==> src/sv/bpc_pkg.sv <==
// shared types, codes and widths for the button press classifier
package bpc_pkg;

  localparam int NUM_BUTTONS_DEF = 4;

  localparam int SEL_W  = 2;
  localparam int NOW_W  = 32;
  localparam int CFG_W  = 16;
  localparam int EV_W   = 3;
  localparam int PH_W   = 3;
  localparam int CNT_W  = 2;
  localparam int CFG_IDX_W = 2;

  localparam int IN_TDATA_W  = 40;
  localparam int OUT_TDATA_W = 8;

  // per-button phase codes
  localparam logic [PH_W-1:0] PH_IDLE     = 3'd0;
  localparam logic [PH_W-1:0] PH_DEBOUNCE = 3'd1;
  localparam logic [PH_W-1:0] PH_PRESSED  = 3'd2;
  localparam logic [PH_W-1:0] PH_SHORT    = 3'd3;
  localparam logic [PH_W-1:0] PH_LONG     = 3'd4;
  localparam logic [PH_W-1:0] PH_LONG_REL = 3'd5;
  localparam logic [PH_W-1:0] PH_SINGLE   = 3'd6;
  localparam logic [PH_W-1:0] PH_DOUBLE   = 3'd7;

  // event codes
  localparam logic [EV_W-1:0] EV_NONE     = 3'd0;
  localparam logic [EV_W-1:0] EV_SINGLE   = 3'd1;
  localparam logic [EV_W-1:0] EV_DOUBLE   = 3'd2;
  localparam logic [EV_W-1:0] EV_LONG     = 3'd3;
  localparam logic [EV_W-1:0] EV_LONG_REL = 3'd4;

  // register indexes
  localparam logic [CFG_IDX_W-1:0] REG_DEBOUNCE   = 2'd0;
  localparam logic [CFG_IDX_W-1:0] REG_LONG_PRESS = 2'd1;
  localparam logic [CFG_IDX_W-1:0] REG_DOUBLE_GAP = 2'd2;

  localparam logic [CFG_W-1:0] DEBOUNCE_RST   = 16'd50;
  localparam logic [CFG_W-1:0] LONG_PRESS_RST = 16'd1000;
  localparam logic [CFG_W-1:0] DOUBLE_GAP_RST = 16'd400;

  localparam logic [CNT_W-1:0] CNT_MAX = 2'd3;

  typedef struct packed {
    logic [CFG_W-1:0] debounce_ms;
    logic [CFG_W-1:0] long_press_ms;
    logic [CFG_W-1:0] double_gap_ms;
  } cfg_t;

  typedef struct packed {
    logic [PH_W-1:0]  phase;
    logic [NOW_W-1:0] phase_start;
    logic [NOW_W-1:0] hold_start;
    logic [CNT_W-1:0] press_count;
  } btn_state_t;

endpackage

==> src/sv/bpc_cfg.sv <==
// configuration registers for thresholds
module bpc_cfg import bpc_pkg::*; (
  input  logic                 clk,
  input  logic                 rst_n,
  input  logic                 wr_en,
  input  logic [CFG_IDX_W-1:0] wr_index,
  input  logic [CFG_W-1:0]     wr_data,
  output cfg_t                 cfg
);

  cfg_t cfg_r;
  cfg_t cfg_nxt;

  always_comb begin
    cfg_nxt = cfg_r;
    if (wr_en) begin
      unique case (wr_index)
        REG_DEBOUNCE:   cfg_nxt.debounce_ms   = wr_data;
        REG_LONG_PRESS: cfg_nxt.long_press_ms = wr_data;
        REG_DOUBLE_GAP: cfg_nxt.double_gap_ms = wr_data;
        default:        cfg_nxt = cfg_r;
      endcase
    end
  end

  always_ff @(posedge clk) begin
    if (!rst_n) begin
      cfg_r.debounce_ms   <= DEBOUNCE_RST;
      cfg_r.long_press_ms <= LONG_PRESS_RST;
      cfg_r.double_gap_ms <= DOUBLE_GAP_RST;
    end else begin
      cfg_r <= cfg_nxt;
    end
  end

  assign cfg = cfg_r;

endmodule

==> src/sv/bpc_step.sv <==
// next-state and event logic for one poll of one button
module bpc_step import bpc_pkg::*; (
  input  btn_state_t       cur,
  input  logic             pressed,
  input  logic [NOW_W-1:0] now_ms,
  input  cfg_t             cfg,
  output btn_state_t       nxt,
  output logic [EV_W-1:0]  event_code
);

  logic [NOW_W-1:0] since_phase;
  logic [NOW_W-1:0] since_hold;
  logic             gt_debounce;
  logic             gt_long;
  logic             gt_gap;

  // elapsed times wrap modulo 2^32
  assign since_phase = now_ms - cur.phase_start;
  assign since_hold  = now_ms - cur.hold_start;
  assign gt_debounce = since_phase > NOW_W'(cfg.debounce_ms);
  assign gt_long     = since_hold  > NOW_W'(cfg.long_press_ms);
  assign gt_gap      = since_phase > NOW_W'(cfg.double_gap_ms);

  always_comb begin
    nxt        = cur;
    event_code = EV_NONE;
    unique case (cur.phase)
      PH_IDLE: begin
        nxt.press_count = '0;
        if (pressed) begin
          nxt.phase       = PH_DEBOUNCE;
          nxt.phase_start = now_ms;
        end
      end
      PH_DEBOUNCE: begin
        if (gt_debounce) begin
          if (pressed) begin
            nxt.phase      = PH_PRESSED;
            nxt.hold_start = now_ms;
          end else begin
            nxt.phase = PH_IDLE;
          end
        end
      end
      PH_PRESSED: begin
        if (!pressed) begin
          if (cur.press_count != CNT_MAX) begin
            nxt.press_count = cur.press_count + CNT_W'(1);
          end
          nxt.phase       = PH_SHORT;
          nxt.phase_start = now_ms;
        end else if (gt_long) begin
          event_code = EV_LONG;
          nxt.phase  = PH_LONG;
        end
      end
      PH_SHORT: begin
        if (pressed && gt_debounce) begin
          nxt.phase       = PH_DEBOUNCE;
          nxt.phase_start = now_ms;
        end else if (gt_gap) begin
          // zero count stays here until a new press is debounced
          if (cur.press_count == CNT_W'(1)) begin
            nxt.phase = PH_SINGLE;
          end else if (cur.press_count > CNT_W'(1)) begin
            nxt.phase = PH_DOUBLE;
          end
        end
      end
      PH_LONG: begin
        if (!pressed) begin
          nxt.phase = PH_LONG_REL;
        end
      end
      PH_LONG_REL: begin
        event_code = EV_LONG_REL;
        nxt.phase  = PH_IDLE;
      end
      PH_SINGLE: begin
        event_code = EV_SINGLE;
        nxt.phase  = PH_IDLE;
      end
      PH_DOUBLE: begin
        event_code = EV_DOUBLE;
        nxt.phase  = PH_IDLE;
      end
      default: begin
        nxt = cur;
      end
    endcase
  end

endmodule

==> src/sv/button_press_classifier.sv <==
// top level: input register, per-button state, step logic and result register
//
//  channel | direction | handshake              | payload
//  in_     | slave     | in_tvalid / in_tready   | in_tdata: button_sel, pin_level, now_ms
//  out_    | master    | out_tvalid / out_tready | out_tdata: button_echo, event_code
//  cfg_    | write     | cfg_wr_en               | cfg_index, cfg_wdata
//
// one poll per cycle sustained while results are not stalled; a result passes through the
// input register and then the result register around the single step stage.
// button state is read and written back in the step cycle, so polls of the same
// button may follow each other back to back.
// reset puts every button in idle with zero times and count, thresholds to defaults.
// a stalled result holds the step and the input register; in_tready drops only then.
module button_press_classifier import bpc_pkg::*; #(
  parameter int NUM_BUTTONS = NUM_BUTTONS_DEF
) (
  input  logic                   clk,
  input  logic                   rst_n,
  input  logic                   in_tvalid,
  output logic                   in_tready,
  input  logic [IN_TDATA_W-1:0]  in_tdata,   // button_sel[1:0], pin_level[2], now_ms[34:3]
  output logic                   out_tvalid,
  input  logic                   out_tready,
  output logic [OUT_TDATA_W-1:0] out_tdata,  // button_echo[1:0], event_code[4:2]
  input  logic                   cfg_wr_en,
  input  logic [CFG_IDX_W-1:0]   cfg_index,
  input  logic [CFG_W-1:0]       cfg_wdata
);

  // only the buttons that button_sel can reach need storage
  localparam int DEPTH = (NUM_BUTTONS < (1 << SEL_W)) ? NUM_BUTTONS : (1 << SEL_W);
  localparam int IDX_W = (DEPTH > 1) ? $clog2(DEPTH) : 1;

  cfg_t cfg;

  logic             in_v_r;
  logic [SEL_W-1:0] in_sel_r;
  logic             in_pin_r;
  logic [NOW_W-1:0] in_now_r;

  logic             out_v_r;
  logic [SEL_W-1:0] out_sel_r;
  logic [EV_W-1:0]  out_ev_r;

  btn_state_t [DEPTH-1:0] st_r;

  logic             advance;
  logic             step;
  logic             sel_ok;
  logic [IDX_W-1:0] idx;
  btn_state_t       cur;
  btn_state_t       nxt;
  logic [EV_W-1:0]  step_ev;
  logic [EV_W-1:0]  res_ev;

  bpc_cfg u_cfg (
    .clk      (clk),
    .rst_n    (rst_n),
    .wr_en    (cfg_wr_en),
    .wr_index (cfg_index),
    .wr_data  (cfg_wdata),
    .cfg      (cfg)
  );

  assign advance   = !out_v_r || out_tready;
  assign step      = in_v_r && advance;
  assign in_tready = !in_v_r || advance;

  assign sel_ok = 32'(in_sel_r) < DEPTH;
  assign idx    = IDX_W'(in_sel_r);
  assign cur    = st_r[idx];

  bpc_step u_step (
    .cur        (cur),
    .pressed    (!in_pin_r),
    .now_ms     (in_now_r),
    .cfg        (cfg),
    .nxt        (nxt),
    .event_code (step_ev)
  );

  // polls of absent buttons report nothing
  assign res_ev = sel_ok ? step_ev : EV_NONE;

  always_ff @(posedge clk) begin
    if (!rst_n) begin
      in_v_r <= 1'b0;
    end else if (in_tready) begin
      in_v_r <= in_tvalid;
    end
  end

  always_ff @(posedge clk) begin
    if (in_tready && in_tvalid) begin
      in_sel_r <= in_tdata[SEL_W-1:0];
      in_pin_r <= in_tdata[SEL_W];
      in_now_r <= in_tdata[SEL_W+NOW_W:SEL_W+1];
    end
  end

  always_ff @(posedge clk) begin
    if (!rst_n) begin
      for (int i = 0; i < DEPTH; i++) begin
        st_r[i].phase       <= PH_IDLE;
        st_r[i].phase_start <= '0;
        st_r[i].hold_start  <= '0;
        st_r[i].press_count <= '0;
      end
    end else if (step && sel_ok) begin
      st_r[idx] <= nxt;
    end
  end

  always_ff @(posedge clk) begin
    if (!rst_n) begin
      out_v_r <= 1'b0;
    end else if (advance) begin
      out_v_r <= in_v_r;
    end
  end

  always_ff @(posedge clk) begin
    if (step) begin
      out_sel_r <= in_sel_r;
      out_ev_r  <= res_ev;
    end
  end

  assign out_tvalid = out_v_r;
  assign out_tdata  = {{(OUT_TDATA_W - SEL_W - EV_W){1'b0}}, out_ev_r, out_sel_r};

`ifndef SYNTHESIS
  a_step_loads_result: assert property (@(posedge clk) disable iff (!rst_n)
    step |=> out_v_r)
    else $error("result register not loaded after a step");

  a_state_quiet: assert property (@(posedge clk) disable iff (!rst_n)
    !(step && sel_ok) |=> $stable(st_r))
    else $error("button state changed without a step");

  a_absent_silent: assert property (@(posedge clk) disable iff (!rst_n)
    (step && !sel_ok) |=> (out_ev_r == EV_NONE))
    else $error("event reported for an absent button");

  a_long_from_pressed: assert property (@(posedge clk) disable iff (!rst_n)
    (step && sel_ok && step_ev == EV_LONG) |-> (cur.phase == PH_PRESSED))
    else $error("long press reported outside the pressed phase");
`endif

endmodule
==> config.mk <==
export PLATFORM = sky130hd
export DESIGN_NAME = button_press_classifier
export DESIGN_NICKNAME = d
export VERILOG_FILES = /design/src/sv/bpc_pkg.sv /design/src/sv/bpc_cfg.sv /design/src/sv/bpc_step.sv /design/src/sv/button_press_classifier.sv
export SDC_FILE = /design/constraint.sdc
export NUM_CORES = 1
export LEC_CHECK = 0
export BUFFER_PORTS_ARGS = -buffer_cell sky130_fd_sc_hd__buf_2
export CAP_MARGIN = 20
export CORE_ASPECT_RATIO = 1.4
export CORE_MARGIN = 2
export CORE_UTILIZATION = 35
export DETAILED_ROUTE_END_ITERATION = 12
export PLACE_DENSITY = 0.52
export SLEW_MARGIN = 20
export SYNTH_ARGS = -nofsm -noshare
export SYNTH_HDL_FRONTEND = slang
export SYNTH_HIERARCHICAL = 1
export SYNTH_SLANG_ARGS = --single-unit
==> constraint.sdc <==
create_clock -name clk -period 14.65 [get_ports clk]
set_clock_uncertainty 0.05 [all_clocks]
set_input_delay 0.7325 -clock clk [delete_from_list [all_inputs] [get_ports clk]]
set_output_delay 0.7325 -clock clk [all_outputs]
set_load 0.05 [all_outputs]
# Word-level counts from Yosys, hierarchy flattened
# Index checks and enable logic that the tools add are counted.
word_totals:
  register_bits: 366
  latchBits: 0
  ramBits: 0
  mem_bits_ro: 0
  inputBits: 63
  output_inout_bits: 10
  word_cells: 89
  mem_count: 0
classes:
  add_sub_neg: 3
  multipliers: 0
  div: 0
  magnitude_cmp: 6
  eq_ne: 11
  shift: 0
  n_mux: 28
  bitwise: 0
  reduce_logical: 15
op_table:
  columns: ["cell", "n"]
  rows:
  - ["bitwise mux 276 bit", 1]
  - ["2-to-1 mux 32 bit", 5]
  - ["binary-select mux 69 bit (select 2 bit)", 1]
  - ["demux 69 bit (select 2 bit)", 1]
  - ["2-to-1 mux 69 bit", 2]
  - ["> comparator 32 x 16 -> 1 bit", 3]
  - ["one-hot mux 32 bit (3 select lines)", 1]
  - ["subtractor 32 bit", 2]
  - ["2-to-1 mux 35 bit", 1]
  - ["2-to-1 mux 3 bit", 8]
  - ["one-hot mux 3 bit (6 select lines)", 1]
  - ["equality test 3 bit (second input constant)", 4]
  - ["one-hot mux 3 bit (4 select lines)", 1]
  - ["2-to-1 mux 2 bit", 5]
  - ["equality test 3 x 2 -> 1 bit (second input constant)", 2]
  - ["AND reduction 2 bit", 3]
  - ["equality test 2 x 1 -> 1 bit (second input constant)", 2]
  - ["logical AND 1 bit", 4]
  - ["one-hot mux 2 bit (2 select lines)", 1]
  - ["equality test 3 x 1 -> 1 bit (second input constant)", 1]
  - ["zero test 1 bit", 3]
  - ["zero test 3 bit", 1]
  - ["less-than comparator 2 x 3 -> 1 bit (second input constant)", 1]
  - ["OR reduction 3 bit", 1]
  - ["7 further kinds", 8]

# Depth between registers and ports, before layout
# Gate-level depths: netlist (run 1).
depth:
  word_depth: 9
  depth_mapped: 29
  depth_no_buf: 25

# Cells and area by module
# The synthesis (run 1) kept the hierarchy.
by_module_without_submodules:
  columns: ["module", "n_inst", "cells_each", "area_each_um2", "seq_area_each_um2"]
  rows:
  - ["button_press_classifier", 1, 1113, 12986.2, 6766.5]
  - ["bpc_step", 1, 1076, 7415.9, 0.0]
  - ["bpc_cfg", 1, 188, 1921.8, 960.9]

# Least setup slack after synthesis (run 1)
# Ideal clock, no wire load.
synth_timing:
  kind: "register -> register"
  start: "register in_sel_r[0], in the netlist idx[0]"
  end: "register st_r[213] (netlist bit)"
  setup_time_ns: 0.126
  arrival_ns: 5.531
  t_required_ns: 14.474
  setup_slack_ns: 8.942
  stages_incl_launch_ff: 30
  n_path_buf: 4
  synth_period_minus_slack_ns: 5.708
  path_cell_list: "edfxtp_1 buf_2 buf_2 mux4_2 inv_1 ha_1 a21o_1 a31o_4 o21a_1 o21ai_0 nand2b_1 a21o_1 a21oi_1 xnor2_1 ha_1 a21o_1 a21o_1 a21oi_1 o21ai_0 o21ai_0 o21bai_1 nand4_1 nor4_4 nand2b_2 nand2b_4 buf_8 buf_12 mux2_4 nand2_1 mux2i_1"
synth_rtl:
  columns: ["element", "line", "text"]
  rows:
  - ["from (decl)", "button_press_classifier.sv:37", "logic [SEL_W-1:0] in_sel_r;"]
  - ["from (signal assigned)", "button_press_classifier.sv:95", "in_sel_r <= in_tdata[SEL_W-1:0];"]
  - ["to (signal, indexed assignment)", "button_press_classifier.sv:110", "st_r[idx] <= nxt;"]
  - ["to (decl)", "button_press_classifier.sv:45", "btn_state_t [DEPTH-1:0] st_r;"]

==> metrics.md, run 1 <==
| Metric | Value |
|---|---|
| Status | finished clean |
| Routability Congestion | 0.869 |
| Worst Setup Path Type | flip-flop to flip-flop |
| #FFs+latches synth | 366 |
| Share of cells above drive strength 1 | 11.8% |
| Final wirelength | approximately 66 mm |
| Count of buffer and inverter cells on the critical path | 2 |
| Full die area | 65800 um^2 |
| Resize count post-CTS | 0 |
| Synth cell count leaders | 462 x nand2_1, 328 x mux2i_1, 326 x dfxtp_1 |
| Crit-path leading delay family | simple AND/OR/NAND/NOR gates |
| Number of top-level pins | 73 |
| Cell with the most instances after synthesis | nand2_1 |
| CP peak stage delay | 0.73 ns |
| Layout Nets | 2528 |
| Reg2Reg Setup Slack | 6.82 ns |
| CP Cell Sequence | buf_4 > buf_4 > mux4_2 > ha_1 > fa_1 > nor2b_1 > o2111a_1 > o21ai_1 > nand2_1 > nor2_1 > xnor2_1 > ha_1 > a21o_1 > a21oi_1 > o21ai_0 > o21ai_0 > o21bai_1 > nand4_1 > nor4_4 > nand2b_2 > nand2b_4 > mux2_2 > nand2_1 > mux2i_1 |
| Worst-Skew Late Latency | just under 0.6 ns |
| Hold endpoint | in_now_r[5] |
| RSZ-0062 raised after global routing | false |
| CP max FO | 32 |
| Startpoint Class | flip-flop |
| Clock tree buffer depth | 3 |
| Worst reg2reg path depth | 24 |
| Hold-fix buffers at CTS | 0 |
| EDFF count, synth | 40 |
| Post-route ant nets | 0 |
| Reg-to-reg endpoint | st_r[33] |
| Library cells used by synthesis | 84 |
| CTS buffer count | 41 |
| Die Wd | 217 um |
| Synth top area cells | dfxtp_1 29%, mux2i_1 15%, nand2_1 7.8%, mux4_2 7.0%, ha_1 6.2% |
| First DRT Iteration DRCs | 1101 |
| Hold Path Origin | in_tdata[8] |
| Count of final setup violators | 0 |
| Vias post-DR | 17.5k |
| Worst reg2reg startpoint | idx[0] |
| Number of H-tree levels | 2 |
| DR pass1 iterations | 5 |
| Row count | ~110 |
| Slew Viols, Final | 0 |
| Slew HR | 17.1% |
| PD cells | between 100 and 150 nW/um^2 |
| Clock sink count | 366 |
| Initial antenna violation count | 1 |
| Root Buffer | clkbuf_16 |
| TNS Setup | 0 ns |
| Via/cell ratio | 5.44 |
| Mean area per synthesized cell | 9.39 um^2 |
| Core Area | 63100 um^2 |
| Final std cells w/o fill | 3217 |
| Layout fillers | approximately 6.3k |
| Register area | 7730 um^2 |
| Grt ovf | 0 |
| Leak Pwr | between 9 and 10 nW |
| First-pass GRT wire length | approximately 100 mm |
| Hold-critical path depth | 1 |
| Initial core utilization | 35.4% |
| Period utilization | 53.5% |
| Synth warn | 6 |
| Critical path's slowest cell | nand2b_4 |
| Max Cap Viol | 0 |
| Largest area contributor in the netlist | dfxtp_1 |
| DRC | 0 |
| Cell Area, Synth | 22300 um^2 |
| Yosys top cell area share | 29.2% |
| Multi-input logic area | roughly 13000 um^2 |
| Critical Path End Type | flip-flop |
| Hold Path Class | primary input to flip-flop |
| Least-Margin Pin Slew | 1.24 ns |
| CP arrival | 8.20 ns |
| Die Y | around 300 um |
| Final hold viol count | 0 |
| Total track usage | 20.0% |
| Largest net degree at the start of global routing | 238 |
| Synth-to-layout area growth | 9.86% |
| Worst EP required | approximately 15 ns |
| Syn Inst Count | roughly 2.4k |
| Avg WL per Cell | 20.6 um |
| VDD IR-drop max | 0.0000889 V |
| Hpwl dp | 45.6 mm |
| CTS tree | built |
| Dominant synthesized flop cell | dfxtp_1 |
| Setup bufs post-CTS | 0 |
| Post-layout minimum cycle time | 7.83 ns |
| Clock transition at path regs | 0.07 ns |
| Post-synth ARST share | 0% |
| Highest clock rate | 128 MHz |
| Port Buffers | 64 |
| Vias in the first global route | 17.8k |
| Placed cells | between 3k and 4k |
| Part of the Yosys area used for sequential elements | 34.6% |
## sequential cells by signal, indices dropped and copies added (netlist names)
register	flops
out_sel_r	2
in_now_r	32
in_pin_r	1
out_ev_r	3
in_v_r	1
idx	2
out_tvalid	1
st_r	276
u_cfg/cfg	48
## stage by stage
stage	utilization, %	hold slack [ns]	total power [W]	worst slack (ns)	instance area, um^2
3_5_place_dp	36.5	0.395	0.00142	6.77	23100
5_1_grt	38.8	0.261	0.00260	6.38	24500
4_1_cts	38.8	0.245	0.00252	6.74	24500
3_3_place_gp	36.5	0.387	0.00141	6.87	23000
6_report	38.8	0.274	0.00250	6.82	24500
2_1_floorplan	-	0.371	0.00132	8.94	22300
## how the worst max path moves through the flow
| stage | startpoint | to | slack, ns | cells past startpoint |
|---|---|---|---|---|
| 2_1_floorplan | idx[0] | st_r[213] | 8.94 | 29 |
| 3_3_place_gp | idx[0] | st_r[140] | 6.87 | 24 |
| 3_5_place_dp | idx[0] | st_r[33] | 6.77 | 24 |
| 4_1_cts | idx[0] | st_r[33] | 6.74 | 24 |
| 5_1_grt | idx[0] | st_r[171] | 6.38 | 24 |
| 6_report | idx[0] | st_r[33] | 6.82 | 24 |
## routing by layer
metal / wire length [um] / track usage (%)
met5: 0 / 0
met4: 2760 / 8.77
met3: 2480 / 2.50
met2: 32500 / 35.5
met1: 28400 / 24.2
## cell type report
class / instances / area share (%)
timing repair buffer: 89 / 2.33
multi-input combinational: 1726 / 54.1
clock inverter: 14 / 0.765
sequential: 366 / 31.5
antenna: 1 / 0.0102
clock buffer: 60 / 5.11
tap: 832 / 4.24
inverter: 129 / 1.97
## where the power goes
| group | leakage (nW) | internal (W) | switching, W |
|---|---|---|---|
| logic | 6.16 | 0.000134 | 0.000211 |
| registers | 3.02 | 0.00103 | 0.0000196 |
| clock network | 0.700 | 0.000666 | 0.000437 |
## placed cells by master (no fill, tap or decap), drive strengths merged, types with 6 or more instances in the layout
master   count
a211oi      10
a21boi      37
a21o        39
a21oi      122
a2bb2oi     33
a31oi        8
and2         7
buf         89
clkbuf      60
dfxtp      326
edfxtp      40
ha         110
inv        132
mux2        31
mux2i      328
mux4        69
nand2      462
nand2b      14
nand3       14
nand4       33
nor2        59
nor2b       25
nor3        25
nor4         6
o211ai      10
o21a        17
o21ai       82
o21bai      13
o22a        31
or3          7
xnor2       27
xor2        11
## kinds of logic after synthesis
kind of cell               share of synthesized area, %
xor gates and xnor gates                           1.49
adders and majority gates                          6.34
DFF                                                34.6
muxes                                              23.7
and+or+nand+nor                                    13.7
AOI/OAI and AO/OA                                  13.8
buffers and inverters                              6.25
other                                            0.0168
Note: power is estimated with default switching activity, not from simulation.
==> inputs of run 2 (changes only) <==
--- a/config.mk
+++ b/config.mk
@@ -11,7 +11,7 @@
 export CORE_MARGIN = 2
 export CORE_UTILIZATION = 35
 export DETAILED_ROUTE_END_ITERATION = 12
-export PLACE_DENSITY = 0.52
+export PLACE_DENSITY = 0.54
 export SLEW_MARGIN = 20
 export SYNTH_ARGS = -nofsm -noshare
 export SYNTH_HDL_FRONTEND = slang
==> constraint.sdc (replaced) <==
create_clock -name clk -period 6.8 [get_ports clk]
set_clock_uncertainty 0.05 [all_clocks]
set_input_delay 0.34 -clock clk [delete_from_list [all_inputs] [get_ports clk]]
set_output_delay 0.34 -clock clk [all_outputs]
set_load 0.05 [all_outputs]
==> run 2 against run 1 <==
  * Flip-flop and latch count stayed put
  * Non-clock buffer count is 60 higher
  * Register-to-register slack worse by 6.5 ns
  * Global-route usage is 0.20 points higher
  * Highest routed layer unchanged
==> metrics.md, run 2 (synthesis results as in run 1) <==
| Metric | Value |
|---|---|
| Row count | 109 (unchanged) |
| RSZ-0062 raised after global routing | false |
| Least-Margin Pin Slew | 0.991 ns (-0.251 ns) |
| Highest clock rate | 154 MHz (+21%) |
| Port Buffers | 64 (unchanged) |
| Slew HR | 33.7% (+17 points) |
| PD cells | 216 nW/um^2 (+110%) |
| Layout Nets | 2588 (+2.4%) |
| Vias in the first global route | 18.0k (+1.1%) |
| Routability Congestion | 0.897 (+3.2%) |
| Max reg flops | 276 (unchanged) |
| Share of cells above drive strength 1 | 12.1% (+0.32 points) |
| Grt ovf | 0 (unchanged) |
| CTS tree | built |
| DRC | 0 (unchanged) |
| Final wirelength | 67.2 mm (+1.6%) |
| Number of top-level pins | 73 (unchanged) |
| Die Y | 303 um (unchanged) |
| Hold Path Class | primary input to flip-flop |
| Reg-to-reg endpoint | st_r[152] |
| Initial antenna violation count | 0 (-1) |
| Most frequent cells in the layout | 461 x nand2_1, 327 x mux2i_1, 326 x dfxtp_1 |
| Hpwl dp | 47.1 mm (+3.3%) |
| Critical Path End Type | flip-flop |
| CP peak stage delay | 0.62 ns (-0.11 ns) |
| DP Worst Slack | 0.232 ns (-6.54 ns) |
| Critical path's slowest cell | mux4_2 |
| Worst Setup Path Type | flip-flop to flip-flop |
| Period utilization | 95.3% (+42 points) |
| Post-layout minimum cycle time | 6.48 ns (-1.35 ns) |
| Vias post-DR | 17.7k (+1.4%) |
| Count of final setup violators | 0 (unchanged) |
| Core Area | 63100 um^2 (unchanged) |
| Commonest non-fill, non-tap cell in the layout | nand2_1 |
| Avg WL per Cell | 20.5 um (-0.30%) |
| Worst-Skew Late Latency | 0.57 ns (about the same) |
| Layout fillers | 6170 (-1.3%) |
| Post-route ant nets | 0 (unchanged) |
| TNS Setup | 0 ns (unchanged) |
| Worst EP required | 7.16 ns (-7.86 ns) |
| Via/cell ratio | 5.41 (-0.50%) |
| Worst reg2reg path depth | 28 (+17%) |
| Synth-to-layout area growth | 12.5% |
| Leak Pwr | 10.2 nW (+2.8%) |
| Total track usage | 20.2% (+0.20 points) |
| VDD IR-drop max | 0.000189 V (+110%) |
| Clock tree buffer depth | 3 (unchanged) |
| Reg2Reg Setup Slack | 0.32 ns (-6.50 ns) |
| CP max FO | 23 (-28%) |
| Final hold viol count | 0 (unchanged) |
| Clock transition at path regs | 0.06 ns (about the same) |
| First-pass GRT wire length | 103 mm (+0.60%) |
| Clock sink count | 366 (unchanged) |
| Hold Path Origin | cfg_wdata[6] |
| Startpoint Class | flip-flop |
| CTS buffer count | 41 (unchanged) |
| DR pass1 iterations | 5 (unchanged) |
| Root Buffer | clkbuf_16 |
| Setup bufs post-CTS | 0 (unchanged) |
| Status | finished clean |
| Number of H-tree levels | 2 (unchanged) |
| Hold-critical path depth | 3 (+2) |
| Hold endpoint | u_cfg/cfg[6] |
| Post-route worst setup slack | 0.317 ns (-6.50 ns) |
| First DRT Iteration DRCs | 1030 (-6.4%) |
| Biggest register | st_r |
| Worst reg2reg startpoint | idx[0] |
| Max Cap Viol | 0 (unchanged) |
| Largest net degree at the start of global routing | 179 (-25%) |
| Slew Viols, Final | 0 (unchanged) |
| Initial core utilization | 35.4% (unchanged) |
| Die Wd | 217 um (unchanged) |
| CP arrival | 6.84 ns (-1.36 ns) |
| Full die area | 65800 um^2 (unchanged) |
| Antenna diodes | 0 (-1) |
[run 2: per-layer routing]
layer  vias up  track usage (%)  wire length [um]
met4         0             7.89              2500
met3       108             2.27              2420
li1       8548                -                 -
met1      8705             24.0             28100
met5         -                0                 0
met2       373             37.0             34200
[run 2: power by group]
part / internal, W / switching, W / leakage [nW]
Combinational: 0.000315 / 0.000463 / 6.45
Sequential: 0.00222 / 0.0000435 / 3.02
Clock: 0.00144 / 0.000938 / 0.689
Total: 0.00398 / 0.00145 / 10.2
[run 2: worst max path at each step]
stage,cells after the start,end,from
after floorplan,29,st_r[213],idx[0]
after global placement,28,st_r[155],idx[0]
after detailed placement,28,st_r[4],idx[0]
after CTS,28,st_r[224],idx[0]
after global routing,26,st_r[221],idx[0]
final,28,st_r[152],idx[0]
[run 2: stage by stage]
| stage | cells | hold WS (ns) | total power [W] | instance area [um^2] | util (%) |
|---|---|---|---|---|---|
| finish | 3277 | 0.0283 | 0.00542 | 25100 | 39.8 |
| global route | 3277 | 0.0422 | 0.00565 | 25100 | 39.8 |
| CTS | 3275 | 0.000158 | 0.00548 | 25100 | 39.7 |
| detailed placement | 3159 | 0.395 | 0.00306 | 23200 | 36.8 |
| global placement | 3159 | 0.389 | 0.00305 | 23200 | 36.8 |
| floorplan | 2379 | 0.371 | 0.00284 | 22300 | - |
[run 2: what timing repair did]
action / 4_1_cts / 5_1_grt
gates resized for setup: 0 / 1
hold buffers: 41 / 0
endpoints found under the setup margin: 0 / 107
hold endpoints to repair: 42 / 0
[run 2: cell type report]
type	instances	area [um^2]	share of cell area, %
inverters	129	484	1.93
repair buffers	149	1190	4.74
clock inverters	21	278	1.11
flip-flops and latches	366	7730	30.8
multi-input cells	1726	13300	52.8
well taps	832	1040	4.14
clock buffers	54	1140	4.53
[run 2: worst max-delay path: cells and delay by family (launching register included)]
kind                     cells  cell delay [ns]
AO/OA/AOI/OAI               11             2.01
XOR/XNOR                     1             0.23
adder cells (fa/ha/maj)      2             0.54
flip-flops                   1             0.37
AND/OR/NAND/NOR              7             1.33
multiplexers                 3             1.04
buffers and inverters        4             0.70
==> inputs of run 3 (changes only) <==
--- a/config.mk
+++ b/config.mk
@@ -12,6 +12,7 @@
 export CORE_UTILIZATION = 35
 export DETAILED_ROUTE_END_ITERATION = 12
 export PLACE_DENSITY = 0.54
+export REMOVE_ABC_BUFFERS = 1
 export SLEW_MARGIN = 20
 export SYNTH_ARGS = -nofsm -noshare
 export SYNTH_HDL_FRONTEND = slang
==> run 3 against run 2 <==
  * Worst hold slack improved by 0.0043 ns
  * Critical endpoint is now st_r[67]
  * Utilization fell by 0.45 points
  * Highest routed layer unchanged
  * Flip-flop and latch count did not move
  * Worst setup slack improved by 0.17 ns
  * Register-to-register slack improved by 0.17 ns
==> metrics.md, run 3 (synthesis results as in run 1) <==
| Metric | Value |
|---|---|
| Status | finished clean |
| CP peak stage delay | 0.57 ns (-0.05 ns) |
| Highest clock rate | 158 MHz (+2.7%) |
| CP max FO | 13 (-43%) |
| Antenna diodes | 0 (unchanged) |
| Grt ovf | 0 (unchanged) |
| Largest net degree at the start of global routing | 208 (+16%) |
| Via/cell ratio | 5.36 (-1.0%) |
| Worst Setup SP | idx[0] |
| Post-route ant nets | 0 (unchanged) |
| Routability Congestion | 0.890 (-0.76%) |
| Register area | 7730 um^2 (unchanged) |
| Number of H-tree levels | 2 (unchanged) |
| Max reg flops | 276 (unchanged) |
| Post-layout minimum cycle time | 6.31 ns (-0.173 ns) |
| Least-Margin Pin Slew | 1.01 ns (+0.0195 ns) |
| Row count | 109 (unchanged) |
| Worst-Skew Late Latency | 0.55 ns (-0.02 ns) |
| Root Buffer | clkbuf_16 |
| Initial core utilization | 35.4% (unchanged) |
| Number of top-level pins | 73 (unchanged) |
| Setup bufs post-CTS | 0 (unchanged) |
| Core Area | 63100 um^2 (unchanged) |
| Worst reg2reg startpoint | idx[0] |
| Biggest register | st_r |
| Port Buffers | 64 (unchanged) |
| Initial antenna violation count | 1 (+1) |
| First DRT Iteration DRCs | 1123 (+9.0%) |
| Vias in the first global route | 17.6k (-2.5%) |
| Final Util | 39.3% (-0.45 points) |
| Max Cap Viol | 0 (unchanged) |
| Hold-critical path depth | 3 (unchanged) |
| Hold Path Class | primary input to flip-flop |
| Commonest non-fill, non-tap cell in the layout | nand2_1 |
| Hold WS | 0.0326 ns (+0.00432 ns) |
| Worst EP required | 7.22 ns (+0.06 ns) |
| Leak Pwr | 10.0 nW (-1.6%) |
| Slew HR | 32.5% (-1.2 points) |
| CP arrival | 6.73 ns (-0.11 ns) |
| DRC | 0 (unchanged) |
| Startpoint Class | flip-flop |
| CP Cell Sequence | buf_12 > mux4_2 > ha_1 > fa_1 > nor2b_1 > o31a_1 > o211a_1 > nor2_1 > nor2_1 > o21ai_0 > nor2b_1 > xnor2_1 > ha_1 > nand4_1 > or4_1 > a21oi_1 > nand4_1 > nor4_1 > nand4_1 > or3_1 > a21oi_1 > nand2_1 > mux2i_1 |
| Clock transition at path regs | 0.06 ns (about the same) |
| Share of cells above drive strength 1 | 11.4% (-0.68 points) |
| CTS buffer count | 40 (-2.4%) |
| Hpwl dp | 43.3 mm (-8.1%) |
| Final wirelength | 62.3 mm (-7.4%) |
| Total track usage | 18.7% (-1.5 points) |
| Slew Viols, Final | 0 (unchanged) |
| Die Y | 303 um (unchanged) |
| Multi-input logic area | 13300 um^2 (about the same) |
| Avg WL per Cell | 19.1 um (-6.8%) |
| DP Worst Slack | 0.308 ns (+0.0762 ns) |
| PD cells | 204 nW/um^2 (-5.5%) |
| Reg2Reg Setup Slack | 0.49 ns (+0.17 ns) |
| Vias post-DR | 17.5k (-1.6%) |
| Critical Path End Type | flip-flop |
| Die Wd | 217 um (unchanged) |
| Post-route worst setup slack | 0.491 ns (+0.173 ns) |
| Critical path's slowest cell | mux4_2 |
| Clock tree buffer depth | 3 (unchanged) |
| CTS tree | built |
| VDD IR-drop max | 0.000203 V (+7.4%) |
| Clock sink count | 366 (unchanged) |
| Synth-to-layout area growth | 11.3% |
| DP Area | 23200 um^2 (about the same) |
| Count of buffer and inverter cells on the critical path | 1 (-3) |
| CP Capture Point | st_r[67] |
| Layout fillers | 6228 (+0.94%) |
| Full die area | 65800 um^2 (unchanged) |
| Final hold viol count | 0 (unchanged) |
| Layout Nets | 2572 (-0.62%) |
| Worst reg2reg path depth | 23 (-18%) |
| Worst Setup Path Type | flip-flop to flip-flop |
| Worst path depth | 23 (-18%) |
| Most frequent cells in the layout | 462 x nand2_1, 327 x mux2i_1, 326 x dfxtp_1 |
| RSZ-0062 raised after global routing | false |
| Critical path's most frequent cell | nand4_1 |
| Period utilization | 92.8% (-2.5 points) |
| Reg-to-reg endpoint | st_r[67] |
| TNS Setup | 0 ns (unchanged) |
| Count of final setup violators | 0 (unchanged) |
| Final instance area | 24800 um^2 (-1.1%) |
| Crit-path leading delay family | simple AND/OR/NAND/NOR gates |
| First-pass GRT wire length | 97.4 mm (-5.6%) |
| DR pass1 iterations | 5 (unchanged) |
run 3: what timing repair did:
action,CTS,global route
endpoints found under the hold margin,40,0
endpoints found under the setup margin,0,94
hold buffers,40,0
gates resized for setup,0,1
run 3: power breakdown:
part | total (W) | switching [W] | leakage (nW) | internal (W)
combinational | 0.000759 | 0.000450 | 6.40 | 0.000309
sequential | 0.00226 | 0.0000396 | 3.02 | 0.00222
clock | 0.00205 | 0.000894 | 0.588 | 0.00115
total | 0.00507 | 0.00138 | 10.0 | 0.00368
run 3: worst reg2reg max path: cells and delay by family (launching register included):
family                   cells  cell delay, ns
adder cells (fa/ha/maj)      3            0.98
AO/OA/AOI/OAI                5            1.09
AND/OR/NAND/NOR             11            2.46
buffers and inverters        1            0.24
XOR/XNOR                     1            0.16
multiplexers                 2            0.77
flip-flops                   1            0.49
run 3: layout make-up:
cell class,count,area share [%]
clock inverter,13,0.307
multi-input combinational,1726,53.4
sequential,366,31.1
clock buffer,57,4.53
timing repair buffer,134,4.52
inverter,129,1.95
tap,832,4.19
run 3: stage by stage:
stage | total power, W | std cells
2_1_floorplan | 0.00281 | 2221
3_3_place_gp | 0.00304 | 3147
3_5_place_dp | 0.00305 | 3147
4_1_cts | 0.00514 | 3257
5_1_grt | 0.00530 | 3257
6_report | 0.00507 | 3257
run 3: routing by layer:
layer  track usage [%]  share of wire [%]  vias to the layer above
li1                  -                  -                     8495
met1              21.9                 42                     8540
met2              35.0                 52                      316
met3              1.87                2.9                       99
met4              6.91                3.2                        0
met5                 0                  0                        -
run 3: how the worst min path moves through the flow:
| stage | to | slack [ns] | from |
|---|---|---|---|
| global placement | st_r[29] | 0.39 | st_r[29] |
| detailed placement | st_r[200] | 0.39 | st_r[200] |
| CTS | u_cfg/cfg[9] | 0.002 | cfg_wdata[9] |
| finish | u_cfg/cfg[9] | 0.03 | cfg_wdata[9] |
| global route | u_cfg/cfg[9] | 0.03 | cfg_wdata[9] |
| floorplan | u_cfg/cfg[19] | 0.38 | rst_n |
